<file path="src/hdl/sdfb_pkg.sv">
// ----------------------------------------------------------------------------
// sdfb_pkg
// Shared types, constants and helpers of the SMS-DELIVER frame builder.
// ----------------------------------------------------------------------------
package sdfb_pkg;

  localparam int unsigned FRAME_MAX             = 250;
  localparam int unsigned MAX_ORIGINATOR_DIGITS = 16;

  localparam logic [7:0] CP_DATA_TYPE = 8'h89;
  localparam logic [7:0] CP_DATA_MTI  = 8'h01;
  localparam logic [7:0] RP_DATA_MTI  = 8'h01;
  localparam logic [7:0] TON_INTL     = 8'h91;
  localparam logic [7:0] TON_UNKNOWN  = 8'h81;
  localparam logic [7:0] FO_DELIVER   = 8'h04;
  localparam logic [7:0] FO_UDHI      = 8'h40;
  localparam logic [7:0] DCS_DEFAULT  = 8'h04;
  localparam logic [7:0] UDH_LEN      = 8'h06;
  localparam logic [7:0] IEI_PORT16   = 8'h05;
  localparam logic [7:0] IE_PORT_LEN  = 8'h04;
  localparam logic [7:0] BYTE_ZERO    = 8'h00;
  localparam logic [3:0] NIB_PAD      = 4'hF;
  localparam logic [7:0] UDH_TOTAL    = 8'd7;

  typedef enum logic [2:0] {
    REG_ORIG_DIGITS = 3'd0,
    REG_ORIG_COUNT  = 3'd1,
    REG_CODING      = 3'd2,
    REG_DEST_PORT   = 3'd3,
    REG_ORIG_PORT   = 3'd4,
    REG_PAYLOAD_LEN = 3'd5
  } cfg_reg_t;

  // values derived from the configuration registers
  typedef struct packed {
    logic [7:0][7:0] oa;
    logic [3:0]      oal;
    logic [4:0]      nd;
    logic [7:0]      rp;
    logic [7:0]      tp;
    logic [7:0]      udl;
    logic [7:0]      fo;
    logic [7:0]      otype;
    logic [7:0]      dcs;
    logic [7:0]      len;
    logic [15:0]     dport;
    logic [15:0]     oport;
    logic [5:0]      hdr_last;
    logic            drop;
  } cfg_info_t;

  // nibble-swapped decimal: units in high nibble, tens mod 10 in low nibble
  function automatic logic [7:0] swap_bcd(input logic [6:0] v);
    logic [14:0] prod;
    logic [3:0]  tens;
    logic [3:0]  units;
    logic [3:0]  tens_m;
    logic [7:0]  tens10;
    prod   = 15'(v) * 15'd205;
    tens   = prod[14:11];
    tens10 = 8'(tens) * 8'd10;
    units  = 4'({1'b0, v} - tens10);
    tens_m = (tens >= 4'd10) ? 4'(tens - 4'd10) : tens;
    return {units, tens_m};
  endfunction

endpackage

</file>
<file path="src/hdl/sdfb_in_if.sv">
// ----------------------------------------------------------------------------
// sdfb_in_if
// Input channel: one payload byte plus timestamp fields per item.
// ----------------------------------------------------------------------------
interface sdfb_in_if;
  logic       valid;
  logic       ready;
  logic [7:0] payload_byte;
  logic [6:0] stamp_year;
  logic [3:0] stamp_month;
  logic [4:0] stamp_day;
  logic [4:0] stamp_hour;
  logic [5:0] stamp_minute;
  logic [5:0] stamp_second;

  modport source (
    output valid, payload_byte, stamp_year, stamp_month, stamp_day,
           stamp_hour, stamp_minute, stamp_second,
    input  ready
  );
  modport sink (
    input  valid, payload_byte, stamp_year, stamp_month, stamp_day,
           stamp_hour, stamp_minute, stamp_second,
    output ready
  );
endinterface

</file>
<file path="src/hdl/sdfb_out_if.sv">
// ----------------------------------------------------------------------------
// sdfb_out_if
// Result channel: one frame byte with its flags per item.
// ----------------------------------------------------------------------------
interface sdfb_out_if;
  logic       valid;
  logic       ready;
  logic [7:0] frame_byte;
  logic       run_last;
  logic       frame_start;
  logic       frame_end;
  logic       dropped;

  modport source (
    output valid, frame_byte, run_last, frame_start, frame_end, dropped,
    input  ready
  );
  modport sink (
    input  valid, frame_byte, run_last, frame_start, frame_end, dropped,
    output ready
  );
endinterface

</file>
<file path="src/hdl/sdfb_cfg_if.sv">
// ----------------------------------------------------------------------------
// sdfb_cfg_if
// Configuration write channel: register index and write data.
// ----------------------------------------------------------------------------
interface sdfb_cfg_if;
  logic        valid;
  logic        ready;
  logic [2:0]  addr;
  logic [63:0] data;

  modport source (output valid, addr, data, input ready);
  modport sink   (input valid, addr, data, output ready);
endinterface

</file>
<file path="src/hdl/sms_deliver_frame_builder.sv">
// ----------------------------------------------------------------------------
// sms_deliver_frame_builder
// Builds CP-DATA / RP-DATA / SMS-DELIVER frames from payload bytes.
//
//   channel  dir  handshake    carries
//   in_ch    in   valid/ready  payload byte, timestamp fields
//   out_ch   out  valid/ready  frame byte, run/frame flags, drop flag
//   cfg_ch   in   valid/ready  register index, 64-bit write data
//
// Later payload bytes pass back to back through the hold and result
// registers while the output is not stalled. The first byte of a message
// follows 22 + 2*ceil(digits/2) header bytes (digits taken as 1 to 16, +7
// with port header) from the header sequencer.
// Bytes of an oversized frame pass without output and yield one flagged item
// on the last byte. Reset is synchronous; no clearing pass. Output stalls
// back-pressure the input through the hold register; cfg_ch is always ready.
// ----------------------------------------------------------------------------
module sms_deliver_frame_builder
  import sdfb_pkg::*;
(
  input  logic       clk,
  input  logic       rst_n,
  sdfb_in_if.sink    in_ch,
  sdfb_out_if.source out_ch,
  sdfb_cfg_if.sink   cfg_ch
);

  cfg_info_t info;

  sdfb_cfg_regs u_cfg (
    .clk      (clk),
    .rst_n    (rst_n),
    .wr_valid (cfg_ch.valid),
    .wr_ready (cfg_ch.ready),
    .wr_addr  (cfg_ch.addr),
    .wr_data  (cfg_ch.data),
    .info     (info)
  );

  sdfb_seq u_seq (
    .clk          (clk),
    .rst_n        (rst_n),
    .info         (info),
    .in_valid     (in_ch.valid),
    .in_ready     (in_ch.ready),
    .in_byte      (in_ch.payload_byte),
    .in_year      (in_ch.stamp_year),
    .in_month     (in_ch.stamp_month),
    .in_day       (in_ch.stamp_day),
    .in_hour      (in_ch.stamp_hour),
    .in_minute    (in_ch.stamp_minute),
    .in_second    (in_ch.stamp_second),
    .out_valid    (out_ch.valid),
    .out_ready    (out_ch.ready),
    .out_byte     (out_ch.frame_byte),
    .out_run_last (out_ch.run_last),
    .out_start    (out_ch.frame_start),
    .out_end      (out_ch.frame_end),
    .out_dropped  (out_ch.dropped)
  );

endmodule

</file>
<file path="src/hdl/sdfb_cfg_regs.sv">
// ----------------------------------------------------------------------------
// sdfb_cfg_regs
// Configuration registers and the header values derived from them.
// ----------------------------------------------------------------------------
module sdfb_cfg_regs
  import sdfb_pkg::*;
(
  input  logic        clk,
  input  logic        rst_n,
  input  logic        wr_valid,
  output logic        wr_ready,
  input  logic [2:0]  wr_addr,
  input  logic [63:0] wr_data,
  output cfg_info_t   info
);

  logic [63:0] digits_r;
  logic [4:0]  count_r;
  logic [7:0]  coding_r;
  logic [15:0] dport_r;
  logic [15:0] oport_r;
  logic [7:0]  plen_r;

  assign wr_ready = 1'b1;

  always_ff @(posedge clk) begin
    if (!rst_n) begin
      digits_r <= '0;
      count_r  <= '0;
      coding_r <= DCS_DEFAULT;
      dport_r  <= '0;
      oport_r  <= '0;
      plen_r   <= 8'd1;
    end else if (wr_valid) begin
      unique case (wr_addr)
        REG_ORIG_DIGITS: digits_r <= wr_data;
        REG_ORIG_COUNT:  count_r  <= wr_data[4:0];
        REG_CODING:      coding_r <= wr_data[7:0];
        REG_DEST_PORT:   dport_r  <= wr_data[15:0];
        REG_ORIG_PORT:   oport_r  <= wr_data[15:0];
        REG_PAYLOAD_LEN: plen_r   <= wr_data[7:0];
        default: ;
      endcase
    end
  end

  logic [4:0]  n_sat;
  logic [4:0]  nd;
  logic [63:0] dig;
  logic [3:0]  oal;
  logic        pt;
  logic [7:0]  udh;
  logic [7:0]  len;
  logic [8:0]  tp9;
  logic [9:0]  rp9;
  logic [9:0]  total;
  logic [5:0]  nd_sum;

  always_comb begin
    n_sat  = (count_r > 5'(MAX_ORIGINATOR_DIGITS)) ? 5'(MAX_ORIGINATOR_DIGITS) : count_r;
    nd     = (n_sat == 5'd0) ? 5'd1 : n_sat;
    dig    = (n_sat == 5'd0) ? 64'd0 : digits_r;
    nd_sum = {1'b0, nd} + 6'd1;
    oal    = nd_sum[4:1];
    pt     = (dport_r != 16'd0) || (oport_r != 16'd0);
    udh    = pt ? UDH_TOTAL : 8'd0;
    len    = (plen_r == 8'd0) ? 8'd1 : plen_r;
    tp9    = 9'd13 + 9'(oal) + 9'(udh) + 9'(len);
    rp9    = 10'd6 + 10'(oal) + 10'(tp9);
    total  = 10'd3 + rp9;

    for (int i = 0; i < 8; i++) begin
      info.oa[i][3:0] = dig[8*i +: 4];
      info.oa[i][7:4] = (6'(2*i+1) < {1'b0, nd}) ? dig[8*i+4 +: 4] : NIB_PAD;
    end
    info.oal      = oal;
    info.nd       = nd;
    info.rp       = rp9[7:0];
    info.tp       = tp9[7:0];
    info.udl      = 8'(udh + len);
    info.fo       = pt ? (FO_DELIVER | FO_UDHI) : FO_DELIVER;
    info.otype    = (nd <= 5'd3) ? TON_UNKNOWN : TON_INTL;
    info.dcs      = (coding_r != 8'd0) ? coding_r : DCS_DEFAULT;
    info.len      = len;
    info.dport    = dport_r;
    info.oport    = oport_r;
    info.hdr_last = 6'd21 + 6'({oal, 1'b0}) + 6'(udh);
    info.drop     = total > 10'(FRAME_MAX);
  end

endmodule

</file>
<file path="src/hdl/sdfb_hdr_byte.sv">
// ----------------------------------------------------------------------------
// sdfb_hdr_byte
// Selects the header byte at a given position of the CP/RP/TPDU header.
// ----------------------------------------------------------------------------
module sdfb_hdr_byte
  import sdfb_pkg::*;
(
  input  logic [5:0]      idx,
  input  cfg_info_t       info,
  input  logic [7:0]      mref,
  input  logic [5:0][7:0] stamp,
  output logic [7:0]      hdr_byte
);

  logic [5:0] oal6;
  logic [5:0] a;
  logic [5:0] j;
  logic [5:0] b;
  logic [5:0] m;

  assign oal6 = {2'b00, info.oal};
  assign a    = idx - 6'd7;
  assign j    = a - oal6;
  assign b    = j - 6'd5;
  assign m    = b - oal6;

  always_comb begin
    hdr_byte = BYTE_ZERO;
    if (idx < 6'd7) begin
      case (idx[2:0])
        3'd0:    hdr_byte = CP_DATA_TYPE;
        3'd1:    hdr_byte = CP_DATA_MTI;
        3'd2:    hdr_byte = info.rp;
        3'd3:    hdr_byte = RP_DATA_MTI;
        3'd4:    hdr_byte = mref;
        3'd5:    hdr_byte = 8'(oal6) + 8'd1;
        3'd6:    hdr_byte = TON_INTL;
        default: hdr_byte = BYTE_ZERO;
      endcase
    end else if (a < oal6) begin
      hdr_byte = info.oa[a[2:0]];
    end else if (j < 6'd5) begin
      case (j[2:0])
        3'd1:    hdr_byte = info.tp;
        3'd2:    hdr_byte = info.fo;
        3'd3:    hdr_byte = {3'b000, info.nd};
        3'd4:    hdr_byte = info.otype;
        default: hdr_byte = BYTE_ZERO;
      endcase
    end else if (b < oal6) begin
      hdr_byte = info.oa[b[2:0]];
    end else begin
      case (m[4:0])
        5'd1:    hdr_byte = info.dcs;
        5'd2:    hdr_byte = stamp[0];
        5'd3:    hdr_byte = stamp[1];
        5'd4:    hdr_byte = stamp[2];
        5'd5:    hdr_byte = stamp[3];
        5'd6:    hdr_byte = stamp[4];
        5'd7:    hdr_byte = stamp[5];
        5'd9:    hdr_byte = info.udl;
        5'd10:   hdr_byte = UDH_LEN;
        5'd11:   hdr_byte = IEI_PORT16;
        5'd12:   hdr_byte = IE_PORT_LEN;
        5'd13:   hdr_byte = info.dport[15:8];
        5'd14:   hdr_byte = info.dport[7:0];
        5'd15:   hdr_byte = info.oport[15:8];
        5'd16:   hdr_byte = info.oport[7:0];
        default: hdr_byte = BYTE_ZERO;
      endcase
    end
  end

endmodule

</file>
<file path="src/hdl/sdfb_seq.sv">
// ----------------------------------------------------------------------------
// sdfb_seq
// Item hold register, header sequencer and result register.
// ----------------------------------------------------------------------------
module sdfb_seq
  import sdfb_pkg::*;
(
  input  logic       clk,
  input  logic       rst_n,
  input  cfg_info_t  info,
  input  logic       in_valid,
  output logic       in_ready,
  input  logic [7:0] in_byte,
  input  logic [6:0] in_year,
  input  logic [3:0] in_month,
  input  logic [4:0] in_day,
  input  logic [4:0] in_hour,
  input  logic [5:0] in_minute,
  input  logic [5:0] in_second,
  output logic       out_valid,
  input  logic       out_ready,
  output logic [7:0] out_byte,
  output logic       out_run_last,
  output logic       out_start,
  output logic       out_end,
  output logic       out_dropped
);

  // message state
  logic [7:0] pos_r;
  logic [7:0] mref_r;

  // hold register
  logic            hv_r;
  logic            hdr_r;
  logic [5:0]      idx_r;
  logic            last_r;
  logic            drop_r;
  logic [7:0]      byte_r;
  logic [7:0]      href_r;
  logic [5:0][7:0] stamp_r;

  // result register
  logic       ov_r;
  logic [7:0] obyte_r;
  logic       orl_r;
  logic       ostart_r;
  logic       oend_r;
  logic       odrop_r;

  logic            accept;
  logic            out_load;
  logic            emit;
  logic            consume;
  logic            first;
  logic            last;
  logic [7:0]      mref_inc;
  logic [7:0]      mref_nxt;
  logic [8:0]      pos_inc;
  logic [5:0][7:0] stamp_nxt;
  logic [7:0]      hdr_byte;
  logic [7:0]      ebyte;
  logic            erl;
  logic            estart;
  logic            eend;
  logic            edrop;

  sdfb_hdr_byte u_hdr (
    .idx      (idx_r),
    .info     (info),
    .mref     (href_r),
    .stamp    (stamp_r),
    .hdr_byte (hdr_byte)
  );

  always_comb begin
    out_load = !ov_r || out_ready;
    emit     = hv_r && out_load && !(drop_r && !last_r);
    consume  = hv_r && (drop_r ? (!last_r || out_load) : (out_load && !hdr_r));
    in_ready = !hv_r || consume;
    accept   = in_valid && in_ready;

    first    = (pos_r == 8'd0);
    pos_inc  = {1'b0, pos_r} + 9'd1;
    last     = pos_inc >= {1'b0, info.len};
    mref_inc = mref_r + 8'd1;
    mref_nxt = (mref_inc == 8'd0) ? 8'd1 : mref_inc;

    stamp_nxt[0] = swap_bcd(in_year);
    stamp_nxt[1] = swap_bcd(7'(in_month));
    stamp_nxt[2] = swap_bcd(7'(in_day));
    stamp_nxt[3] = swap_bcd(7'(in_hour));
    stamp_nxt[4] = swap_bcd(7'(in_minute));
    stamp_nxt[5] = swap_bcd(7'(in_second));

    if (drop_r) begin
      ebyte  = BYTE_ZERO;
      erl    = 1'b1;
      estart = 1'b0;
      eend   = 1'b1;
      edrop  = 1'b1;
    end else if (hdr_r) begin
      ebyte  = hdr_byte;
      erl    = 1'b0;
      estart = (idx_r == 6'd0);
      eend   = 1'b0;
      edrop  = 1'b0;
    end else begin
      ebyte  = byte_r;
      erl    = 1'b1;
      estart = 1'b0;
      eend   = last_r;
      edrop  = 1'b0;
    end
  end

  always_ff @(posedge clk) begin
    if (!rst_n) begin
      pos_r  <= '0;
      mref_r <= '0;
      hv_r   <= 1'b0;
      hdr_r  <= 1'b0;
      idx_r  <= '0;
      ov_r   <= 1'b0;
    end else begin
      if (accept) begin
        pos_r  <= last ? 8'd0 : pos_inc[7:0];
        if (first) begin
          mref_r <= mref_nxt;
        end
        hv_r   <= 1'b1;
        hdr_r  <= first && !info.drop;
        idx_r  <= '0;
      end else begin
        if (consume) begin
          hv_r <= 1'b0;
        end
        if (emit && hdr_r && !drop_r) begin
          if (idx_r == info.hdr_last) begin
            hdr_r <= 1'b0;
          end
          idx_r <= idx_r + 6'd1;
        end
      end
      if (emit) begin
        ov_r <= 1'b1;
      end else if (out_ready) begin
        ov_r <= 1'b0;
      end
    end
  end

  always_ff @(posedge clk) begin
    if (accept) begin
      last_r  <= last;
      drop_r  <= info.drop;
      byte_r  <= in_byte;
      href_r  <= first ? mref_nxt : mref_r;
      stamp_r <= stamp_nxt;
    end
    if (emit) begin
      obyte_r  <= ebyte;
      orl_r    <= erl;
      ostart_r <= estart;
      oend_r   <= eend;
      odrop_r  <= edrop;
    end
  end

  assign out_valid    = ov_r;
  assign out_byte     = obyte_r;
  assign out_run_last = orl_r;
  assign out_start    = ostart_r;
  assign out_end      = oend_r;
  assign out_dropped  = odrop_r;

endmodule

</file>
<file path="src/flat_wrapper.sv">
// flat-port wrapper written by rule: the top's interface ports become plain ports
module sms_deliver_frame_builder_flat import sdfb_pkg::*;
  (clk, rst_n, in_ch_valid, in_ch_payload_byte, in_ch_stamp_year, in_ch_stamp_month, in_ch_stamp_day, in_ch_stamp_hour, in_ch_stamp_minute, in_ch_stamp_second, in_ch_ready, out_ch_valid, out_ch_frame_byte, out_ch_run_last, out_ch_frame_start, out_ch_frame_end, out_ch_dropped, out_ch_ready, cfg_ch_valid, cfg_ch_addr, cfg_ch_data, cfg_ch_ready);
  sdfb_in_if in_ch_i ();
  sdfb_out_if out_ch_i ();
  sdfb_cfg_if cfg_ch_i ();
  input  logic clk;
  input  logic rst_n;
  input wire logic [$bits(in_ch_i.valid)-1:0] in_ch_valid;
  input wire logic [$bits(in_ch_i.payload_byte)-1:0] in_ch_payload_byte;
  input wire logic [$bits(in_ch_i.stamp_year)-1:0] in_ch_stamp_year;
  input wire logic [$bits(in_ch_i.stamp_month)-1:0] in_ch_stamp_month;
  input wire logic [$bits(in_ch_i.stamp_day)-1:0] in_ch_stamp_day;
  input wire logic [$bits(in_ch_i.stamp_hour)-1:0] in_ch_stamp_hour;
  input wire logic [$bits(in_ch_i.stamp_minute)-1:0] in_ch_stamp_minute;
  input wire logic [$bits(in_ch_i.stamp_second)-1:0] in_ch_stamp_second;
  output wire logic [$bits(in_ch_i.ready)-1:0] in_ch_ready;
  output wire logic [$bits(out_ch_i.valid)-1:0] out_ch_valid;
  output wire logic [$bits(out_ch_i.frame_byte)-1:0] out_ch_frame_byte;
  output wire logic [$bits(out_ch_i.run_last)-1:0] out_ch_run_last;
  output wire logic [$bits(out_ch_i.frame_start)-1:0] out_ch_frame_start;
  output wire logic [$bits(out_ch_i.frame_end)-1:0] out_ch_frame_end;
  output wire logic [$bits(out_ch_i.dropped)-1:0] out_ch_dropped;
  input wire logic [$bits(out_ch_i.ready)-1:0] out_ch_ready;
  input wire logic [$bits(cfg_ch_i.valid)-1:0] cfg_ch_valid;
  input wire logic [$bits(cfg_ch_i.addr)-1:0] cfg_ch_addr;
  input wire logic [$bits(cfg_ch_i.data)-1:0] cfg_ch_data;
  output wire logic [$bits(cfg_ch_i.ready)-1:0] cfg_ch_ready;
  assign in_ch_i.valid = in_ch_valid;
  assign in_ch_i.payload_byte = in_ch_payload_byte;
  assign in_ch_i.stamp_year = in_ch_stamp_year;
  assign in_ch_i.stamp_month = in_ch_stamp_month;
  assign in_ch_i.stamp_day = in_ch_stamp_day;
  assign in_ch_i.stamp_hour = in_ch_stamp_hour;
  assign in_ch_i.stamp_minute = in_ch_stamp_minute;
  assign in_ch_i.stamp_second = in_ch_stamp_second;
  assign in_ch_ready = in_ch_i.ready;
  assign out_ch_valid = out_ch_i.valid;
  assign out_ch_frame_byte = out_ch_i.frame_byte;
  assign out_ch_run_last = out_ch_i.run_last;
  assign out_ch_frame_start = out_ch_i.frame_start;
  assign out_ch_frame_end = out_ch_i.frame_end;
  assign out_ch_dropped = out_ch_i.dropped;
  assign out_ch_i.ready = out_ch_ready;
  assign cfg_ch_i.valid = cfg_ch_valid;
  assign cfg_ch_i.addr = cfg_ch_addr;
  assign cfg_ch_i.data = cfg_ch_data;
  assign cfg_ch_ready = cfg_ch_i.ready;
  sms_deliver_frame_builder u_core (.clk(clk), .rst_n(rst_n), .in_ch(in_ch_i), .out_ch(out_ch_i), .cfg_ch(cfg_ch_i));
endmodule
</file>
<file path="config.mk">
export PLATFORM = sky130hd
export DESIGN_NAME = sms_deliver_frame_builder_flat
export DESIGN_NICKNAME = d
export VERILOG_FILES = /design/src/hdl/sdfb_pkg.sv /design/src/hdl/sdfb_in_if.sv /design/src/hdl/sdfb_out_if.sv /design/src/hdl/sdfb_cfg_if.sv /design/src/hdl/sms_deliver_frame_builder.sv /design/src/hdl/sdfb_cfg_regs.sv /design/src/hdl/sdfb_hdr_byte.sv /design/src/hdl/sdfb_seq.sv /design/src/flat_wrapper.sv
export SDC_FILE = /design/constraint.sdc
export NUM_CORES = 1
export LEC_CHECK = 0
export BUFFER_PORTS_ARGS = -buffer_cell sky130_fd_sc_hd__buf_2
export CAP_MARGIN = 15
export CORE_ASPECT_RATIO = 0.6
export CORE_MARGIN = 1.5
export CORE_UTILIZATION = 50
export DETAILED_ROUTE_END_ITERATION = 16
export GPL_TIMING_DRIVEN = 0
export PLACE_DENSITY = 0.68
export SETUP_SLACK_MARGIN = 0.2
export SLEW_MARGIN = 20
export SYNTH_ARGS = -nofsm -noshare
export SYNTH_HDL_FRONTEND = slang
export SYNTH_HIERARCHICAL = 1
export SYNTH_SLANG_ARGS = --single-unit
</file>
<file path="constraint.sdc">
create_clock -name clk -period 7.7 [get_ports clk]
set_input_delay 0.385 -clock clk [delete_from_list [all_inputs] [get_ports clk]]
set_output_delay 0.385 -clock clk [all_outputs]
set_load 0.02 [all_outputs]
</file>
==> results_dict.tcl, run 1 <==
set metrics [dict create \
    status "completed" \
    grt_max_degree 49 \
    combPwrFrac_pct 38.4 \
    io_pins 128 \
    async_flop_share_pct 0 \
    r2r-end "u_core/u_seq/out_byte[3]$_SDFFCE_PP0P_" \
    dp_cells 2550 \
    final_cell_mix "nand2_1, ha_1, inv_1" \
    dr_total_vias 14700 \
    dieHeight_um 147 \
    cts-root-buf "clkbuf_16" \
    wirelength_um 50100 \
    cts_buffers 23 \
    areaGrowthSynthToFinish_pct 12.7 \
    holdPathStages 1 \
    grt_setup_unrepaired "no" \
    multi_input_area_um2 11300 \
    synth_top_cell_by_area "dfxtp_1" \
    start_kind "flip-flop" \
    worst_pin_slew_ps 1010 \
    path_class "reg2reg" \
    synth_top_area_share_pct 16.5 \
    p_leak_nw 8.25 \
    numPortBuffers 125 \
    cts_setup_buffers 0 \
    maxSlewViolCount 0 \
    finalSetupViolCount 0 \
    place_hpwl_um 41000 \
    die_area_um2 35700 \
    place_area_um2 18600 \
    cts_htree_levels 1 \
    clock_skew_ps 25.0 \
    worst_slack_ps 440 \
    switching_share_pct 36.1 \
    crit_arrival_ps 7540 \
    clk_pin_slew_ps 60 \
    final_nets 2474 \
    synth-seq-cells 211 \
    internal_power_mw 2.61 \
    cts.sinks 211 \
    hold_viol_final 0 \
    postSynthAreaPerCell_um2 8.88 \
    power.share.clock_pct 29.9 \
    gp_congestion 0.989 \
    hold_path.class "in2reg" \
    dp_slack_ps -704 \
    synth_area_leaders "dfxtp_1, ha_1, edfxtp_1" \
    final_area_um2 19500 \
    die_x_um 243 \
    p_switching_mw 1.47 \
    clkLatencyLatePin_ps 550 \
    r2r_cells 22 \
    layout.area.seq_um2 4910 \
    antenna_found_initial 0 \
    grt_pass1_wl_um 78200 \
    clock_path_buffers 3 \
    grt_pass1_vias 14100 \
    syn_area_um2 17300 \
    fp-row-count 52 \
    irDropWorstVdd_mv 0.158 \
    r2r-start "u_core/u_cfg/count_r[4]$_SDFFE_PN0P_" \
    initial_utilization_pct 51.0 \
    min_period_ps 7260 \
    coreArea_um2 33800 \
    synth_cell_types 100 \
    r2r_setup_slack_ps 440 \
    drt-pass1-iter-count 6 \
    synth_edf_count 69 \
    hold_start "in_ch_payload_byte[2]" \
    p_seq_share_pct 31.7 \
    wl_per_cell_um 19.3 \
    drc_errors 0 \
    min_period_over_period_pct 94.3 \
    fillCellCount 3034 \
    drt_iter0_drc 1248 \
    cp_max_fo 10 \
    final_layout_size_suffix_gt1_share_pct 14.6 \
    maxCapViolCount 0 \
    yosys_warnings 6 \
    grt_usage_pct 28.0 \
    synth_cells 1944 \
    slew_headroom_pct 32.4 \
    hold_path_end "u_core/u_seq/byte_r[2]$_DFFE_PP_" \
    power_density_nw_per_um2 210 \
    final_common_cell "nand2_1" \
    max_freq_mhz 138 \
    viasPerCell 5.66 \
    worstPathRequired_ps 7980 \
    seq_area_frac_synth_pct 28.5 \
    ys.flop_type "dfxtp_1" \
    crit_path_end_kind "flip-flop" \
    cts_tree "yes" \
    fin_cells 2591 \
    ant_nets 0 \
    grt_overflow 0 \
]
==> state kept, by name, summed over array words and instances (netlist names), 5 cells and up <==
register / count
u_core/u_cfg/coding_r: 8
u_core/u_cfg/count_r: 5
u_core/u_cfg/digits_r: 64
u_core/u_cfg/dport_r: 16
u_core/u_cfg/oport_r: 16
u_core/u_cfg/plen_r: 8
u_core/u_seq/byte_r: 8
u_core/u_seq/href_r: 8
u_core/u_seq/idx_r: 6
u_core/u_seq/mref_r: 8
u_core/u_seq/out_byte: 8
u_core/u_seq/pos_r: 8
u_core/u_seq/stamp_r: 39
==> worst max-delay path, stage by stage, from the launching register on <==
cell,delay [ps]
dfxtp_1,320
clkbuf_2,220
buf_2,270
nor2b_1,100
ha_1,490
buf_4,270
ha_1,250
inv_1,110
fa_1,490
xnor2_4,340
inv_4,120
ha_1,290
clkbuf_2,210
clkinv_2,200
ha_2,490
xor2_1,780
clkbuf_1,480
o31ai_1,230
o41a_1,450
a21oi_1,350
o221ai_1,270
mux2i_1,190
nor2_1,50
==> cells in the mapped netlist (12+ instances only) <==
cell      count
a21boi_0     96
a31oi_1      21
and2_1       39
nor4_1       13
inv_1       172
xor2_1       34
dfxtp_1     142
a21o_1       18
fa_1         36
buf_4        17
nand4_1      19
mux4_2       34
o21ai_0      45
nand3_1      35
buf_2        12
nor2b_1      19
a21boi_1     14
nor3_1       19
nand2_1     325
edfxtp_1     69
mux2i_1      30
nor2_1       94
xnor2_1      60
clkbuf_1     72
or2_2        34
a21oi_1      59
nand2b_1     18
ha_1        210
==> cell families (layout without fill, tap and decap cells) <==
group / after synthesis / after routing / share of synthesized area [%]
buffers and inverters: 287 / 453 / 6.89
other: 3 / 25 / 0.0652
AOI/OAI and AO/OA: 361 / 361 / 14.9
muxes: 68 / 68 / 6.46
DFF: 211 / 211 / 28.5
and+or+nand+nor: 666 / 666 / 18.2
xor gates and xnor gates: 101 / 101 / 5.54
adders and majority gates: 247 / 247 / 19.5
==> per-layer routing <==
| metal | global-route usage [%] | share of wire, % | vias up |
|---|---|---|---|
| li1 | - | - | 7044 |
| met1 | 42.6 | 49 | 7034 |
| met2 | 39.3 | 40 | 550 |
| met3 | 8.86 | 11 | 38 |
| met4 | 3.91 | 1.0 | 0 |
| met5 | 0 | 0 | - |
==> power by group through the flow <==
stage          logic [mW]  clock network [mW]  registers [mW]
2_1_floorplan        1.09                   0            1.30
3_3_place_gp         1.47                   0            1.32
3_5_place_dp         1.51                   0            1.31
4_1_cts              1.53                1.24            1.29
5_1_grt              1.73                1.28            1.30
6_report             1.57                1.22            1.29
==> cell type report <==
cell class / count / area share, %
clock buffers: 30 / 3.35
flip-flops and latches: 211 / 25.3
plain buffers: 111 / 2.74
clock inverters: 11 / 0.887
multi-input cells: 1467 / 58.0
repair buffers: 126 / 3.36
diodes: 1 / 0.0129
well taps: 459 / 2.95
inverters: 175 / 3.41
==> worst max path at each step <==
stage	start	endpoint	slack, ps	depth (start not counted)
finish	u_core/u_cfg/count_r[4]$_SDFFE_PN0P_	u_core/u_seq/out_byte[3]$_SDFFCE_PP0P_	440	22
global route	u_core/u_cfg/count_r[2]$_SDFFE_PN0P_	u_core/u_seq/out_byte[4]$_SDFFCE_PP0P_	200	26
CTS	u_core/u_cfg/count_r[3]$_SDFFE_PN0P_	u_core/u_seq/out_byte[1]$_SDFFCE_PP0P_	250	26
detailed placement	u_core/u_cfg/count_r[4]$_SDFFE_PN0P_	u_core/u_seq/out_byte[4]$_SDFFCE_PP0P_	-700	24
global placement	u_core/u_cfg/count_r[4]$_SDFFE_PN0P_	u_core/u_seq/out_byte[1]$_SDFFCE_PP0P_	-740	24
floorplan	u_core/u_cfg/count_r[4]$_SDFFE_PN0P_	u_core/u_seq/out_byte[1]$_SDFFCE_PP0P_	1640	25
==> per-stage QoR <==
stage	TNS, ps	hold slack, ps	power [mW]	utilization (%)
6_report	0	20.2	4.08	57.5
5_1_grt	0	3.55	4.31	57.5
4_1_cts	0	1.82	4.06	57.4
3_5_place_dp	-3590	444	2.83	54.9
3_3_place_gp	-3640	437	2.78	54.8
2_1_floorplan	0	430	2.39	-
==> repair_timing <==
action | 4_1_cts | 5_1_grt
endpoints found under the setup margin | 8 | 8
hold endpoints to repair | 0 | 0
hold buffers | 0 | 0
gates resized for setup | 9 | 9
Power figures use the tool's default switching activity.
==> run 2: changes to the inputs <==
--- a/config.mk
+++ b/config.mk
@@ -7,12 +7,13 @@
 export LEC_CHECK = 0
 export BUFFER_PORTS_ARGS = -buffer_cell sky130_fd_sc_hd__buf_2
 export CAP_MARGIN = 15
-export CORE_ASPECT_RATIO = 0.6
+export CORE_ASPECT_RATIO = 0.5
 export CORE_MARGIN = 1.5
 export CORE_UTILIZATION = 50
 export DETAILED_ROUTE_END_ITERATION = 16
 export GPL_TIMING_DRIVEN = 0
 export PLACE_DENSITY = 0.68
+export REMOVE_ABC_BUFFERS = 1
 export SETUP_SLACK_MARGIN = 0.2
 export SLEW_MARGIN = 20
 export SYNTH_ARGS = -nofsm -noshare
==> results_dict.tcl, run 2 (synthesis gave the netlist of run 1 again) <==
set metrics [dict create \
    status "completed" \
    critPathLaunch "u_core/u_cfg/count_r[2]$_SDFFE_PN0P_" \
    cts.sinks 211 \
    numPortBuffers 126 \
    dieHeight_um 134 \
    final_util_pct 56.5 \
    crit_arrival_ps 7440 \
    viasPerCell 5.64 \
    grt_pass1_wl_um 68600 \
    final_layout_size_suffix_gt1_share_pct 14.1 \
    power_density_nw_per_um2 201 \
    slowest_stage "a2111oi_1" \
    grt_setup_unrepaired "no" \
    fin_hold_ws_ps 35.2 \
    final_nets 2370 \
    crit_chain "or2_1, nor2_1, nor2_1, nor2_1, ha_2, ha_2, inv_1, fa_1, xnor2_4, inv_4, ha_1, clkinv_1, ha_1, xnor2_2, buf_6, mux4_2, a2111oi_1, or3_1, a2bb2oi_2, mux2i_1, nor2_1" \
    slowest_delay_ps 710 \
    layout.area.seq_um2 4920 \
    cp_max_fo 11 \
    clock_path_buffers 3 \
    critPathTopFamily "adder cells" \
    path_buf_inv 4 \
    maxCapViolCount 0 \
    worst_pin_slew_ps 1020 \
    min_period_over_period_pct 93.2 \
    antennaDiodeCount 0 \
    multi_input_area_um2 11400 \
    worstPathRequired_ps 7960 \
    fp-row-count 47 \
    wl_per_cell_um 17.3 \
    top_regs "u_core/u_cfg/digits_r (64), u_core/u_seq/stamp_r (39)" \
    grt_max_degree 71 \
    ant_nets 0 \
    r2r-end "u_core/u_seq/out_byte[2]$_SDFFCE_PP0P_" \
    antenna_found_initial 0 \
    dp_slack_ps -93.8 \
    irDropWorstVdd_mv 0.131 \
    worst_slack_ps 523 \
    hold_viol_final 0 \
    fin_cells 2468 \
    cts_setup_buffers 0 \
    min_period_ps 7180 \
    coreArea_um2 33500 \
    cts_tree "yes" \
    r2r-start "u_core/u_cfg/count_r[2]$_SDFFE_PN0P_" \
    clk_pin_slew_ps 70 \
    path_class "reg2reg" \
    hold_path.class "in2reg" \
    r2r_setup_slack_ps 520 \
    cts_buffers 22 \
    r2r_cells 21 \
    dp_cells 2428 \
    drt_iter0_drc 1298 \
    crit_path_end_kind "flip-flop" \
    holdPathStages 1 \
    drc_errors 0 \
    largest_reg_flops 64 \
    slew_headroom_pct 31.5 \
    top_register "u_core/u_cfg/digits_r" \
    die_x_um 266 \
    fillCellCount 3088 \
    cts_htree_levels 1 \
    io_pins 128 \
    start_kind "flip-flop" \
    p_leak_nw 7.97 \
    max_freq_mhz 139 \
    areaGrowthSynthToFinish_pct 9.72 \
    grt_pass1_vias 12800 \
    tns_ps 0 \
    clkLatencyLatePin_ps 530 \
    cpMostUsedCell "nor2_1" \
    crit_cells 21 \
    place_hpwl_um 32700 \
    drt-pass1-iter-count 5 \
    initial_utilization_pct 51.5 \
    clock_skew_ps 19.6 \
    final_cell_mix "nand2_1, ha_1, inv_1" \
    worstSetupEndpoint "u_core/u_seq/out_byte[2]$_SDFFCE_PP0P_" \
    cts-root-buf "clkbuf_16" \
    wirelength_um 42700 \
    grt_usage_pct 24.0 \
    gp_congestion 0.952 \
    finalSetupViolCount 0 \
    grt_overflow 0 \
    maxSlewViolCount 0 \
    final_common_cell "nand2_1" \
    dr_total_vias 13900 \
    die_area_um2 35700 \
]
## run 2: layout make-up
cell class,instances,share of cell area (%)
Clock inverter,9,0.310
Multi-Input combinational cell,1467,60.0
Clock buffer,31,3.25
Inverter,175,3.49
Tap cell,441,2.91
Sequential cell,211,26.0
Timing Repair Buffer,134,4.12
## run 2: routing by layer
layer | global-route usage (%) | vias to the layer above | part of all wire, %
li1 | - | 6849 | -
met1 | 36.1 | 6583 | 49
met2 | 36.3 | 412 | 42
met3 | 3.56 | 67 | 6.9
met4 | 5.49 | 0 | 2.3
met5 | 0 | - | 0
## run 2: worst min-delay path by stage
stage	startpoint	endpoint
2_1_floorplan	u_core/u_cfg/digits_r[22]$_SDFFE_PN0P_	u_core/u_cfg/digits_r[22]$_SDFFE_PN0P_
3_5_place_dp	u_core/u_cfg/digits_r[49]$_SDFFE_PN0P_	u_core/u_cfg/digits_r[49]$_SDFFE_PN0P_
4_1_cts	in_ch_payload_byte[4]	u_core/u_seq/byte_r[4]$_DFFE_PP_
5_1_grt	in_ch_payload_byte[4]	u_core/u_seq/byte_r[4]$_DFFE_PP_
6_report	in_ch_payload_byte[4]	u_core/u_seq/byte_r[4]$_DFFE_PP_
3_3_place_gp	u_core/u_cfg/digits_r[49]$_SDFFE_PN0P_	u_core/u_cfg/digits_r[49]$_SDFFE_PN0P_
## run 2: repair_timing
item | CTS | global route
hold buffers | 0 | 0
gates resized for setup | 4 | 9
endpoints found under the setup margin | 6 | 8
pin swaps | 0 | 0
## run 2: per-stage QoR
stage | total power [mW] | instance area, µm²
finish | 3.81 | 18900
CTS | 3.80 | 18900
global route | 4.07 | 18900
global placement | 2.72 | 18000
detailed placement | 2.76 | 18200
floorplan | 2.35 | 16800
## run 2: power breakdown
part / switching [mW] / leakage (nW) / internal (mW)
logic: 0.892 / 5.82 / 0.603
clock network: 0.469 / 0.328 / 0.563
registers: 0.0381 / 1.82 / 1.25
total: 1.40 / 7.97 / 2.42
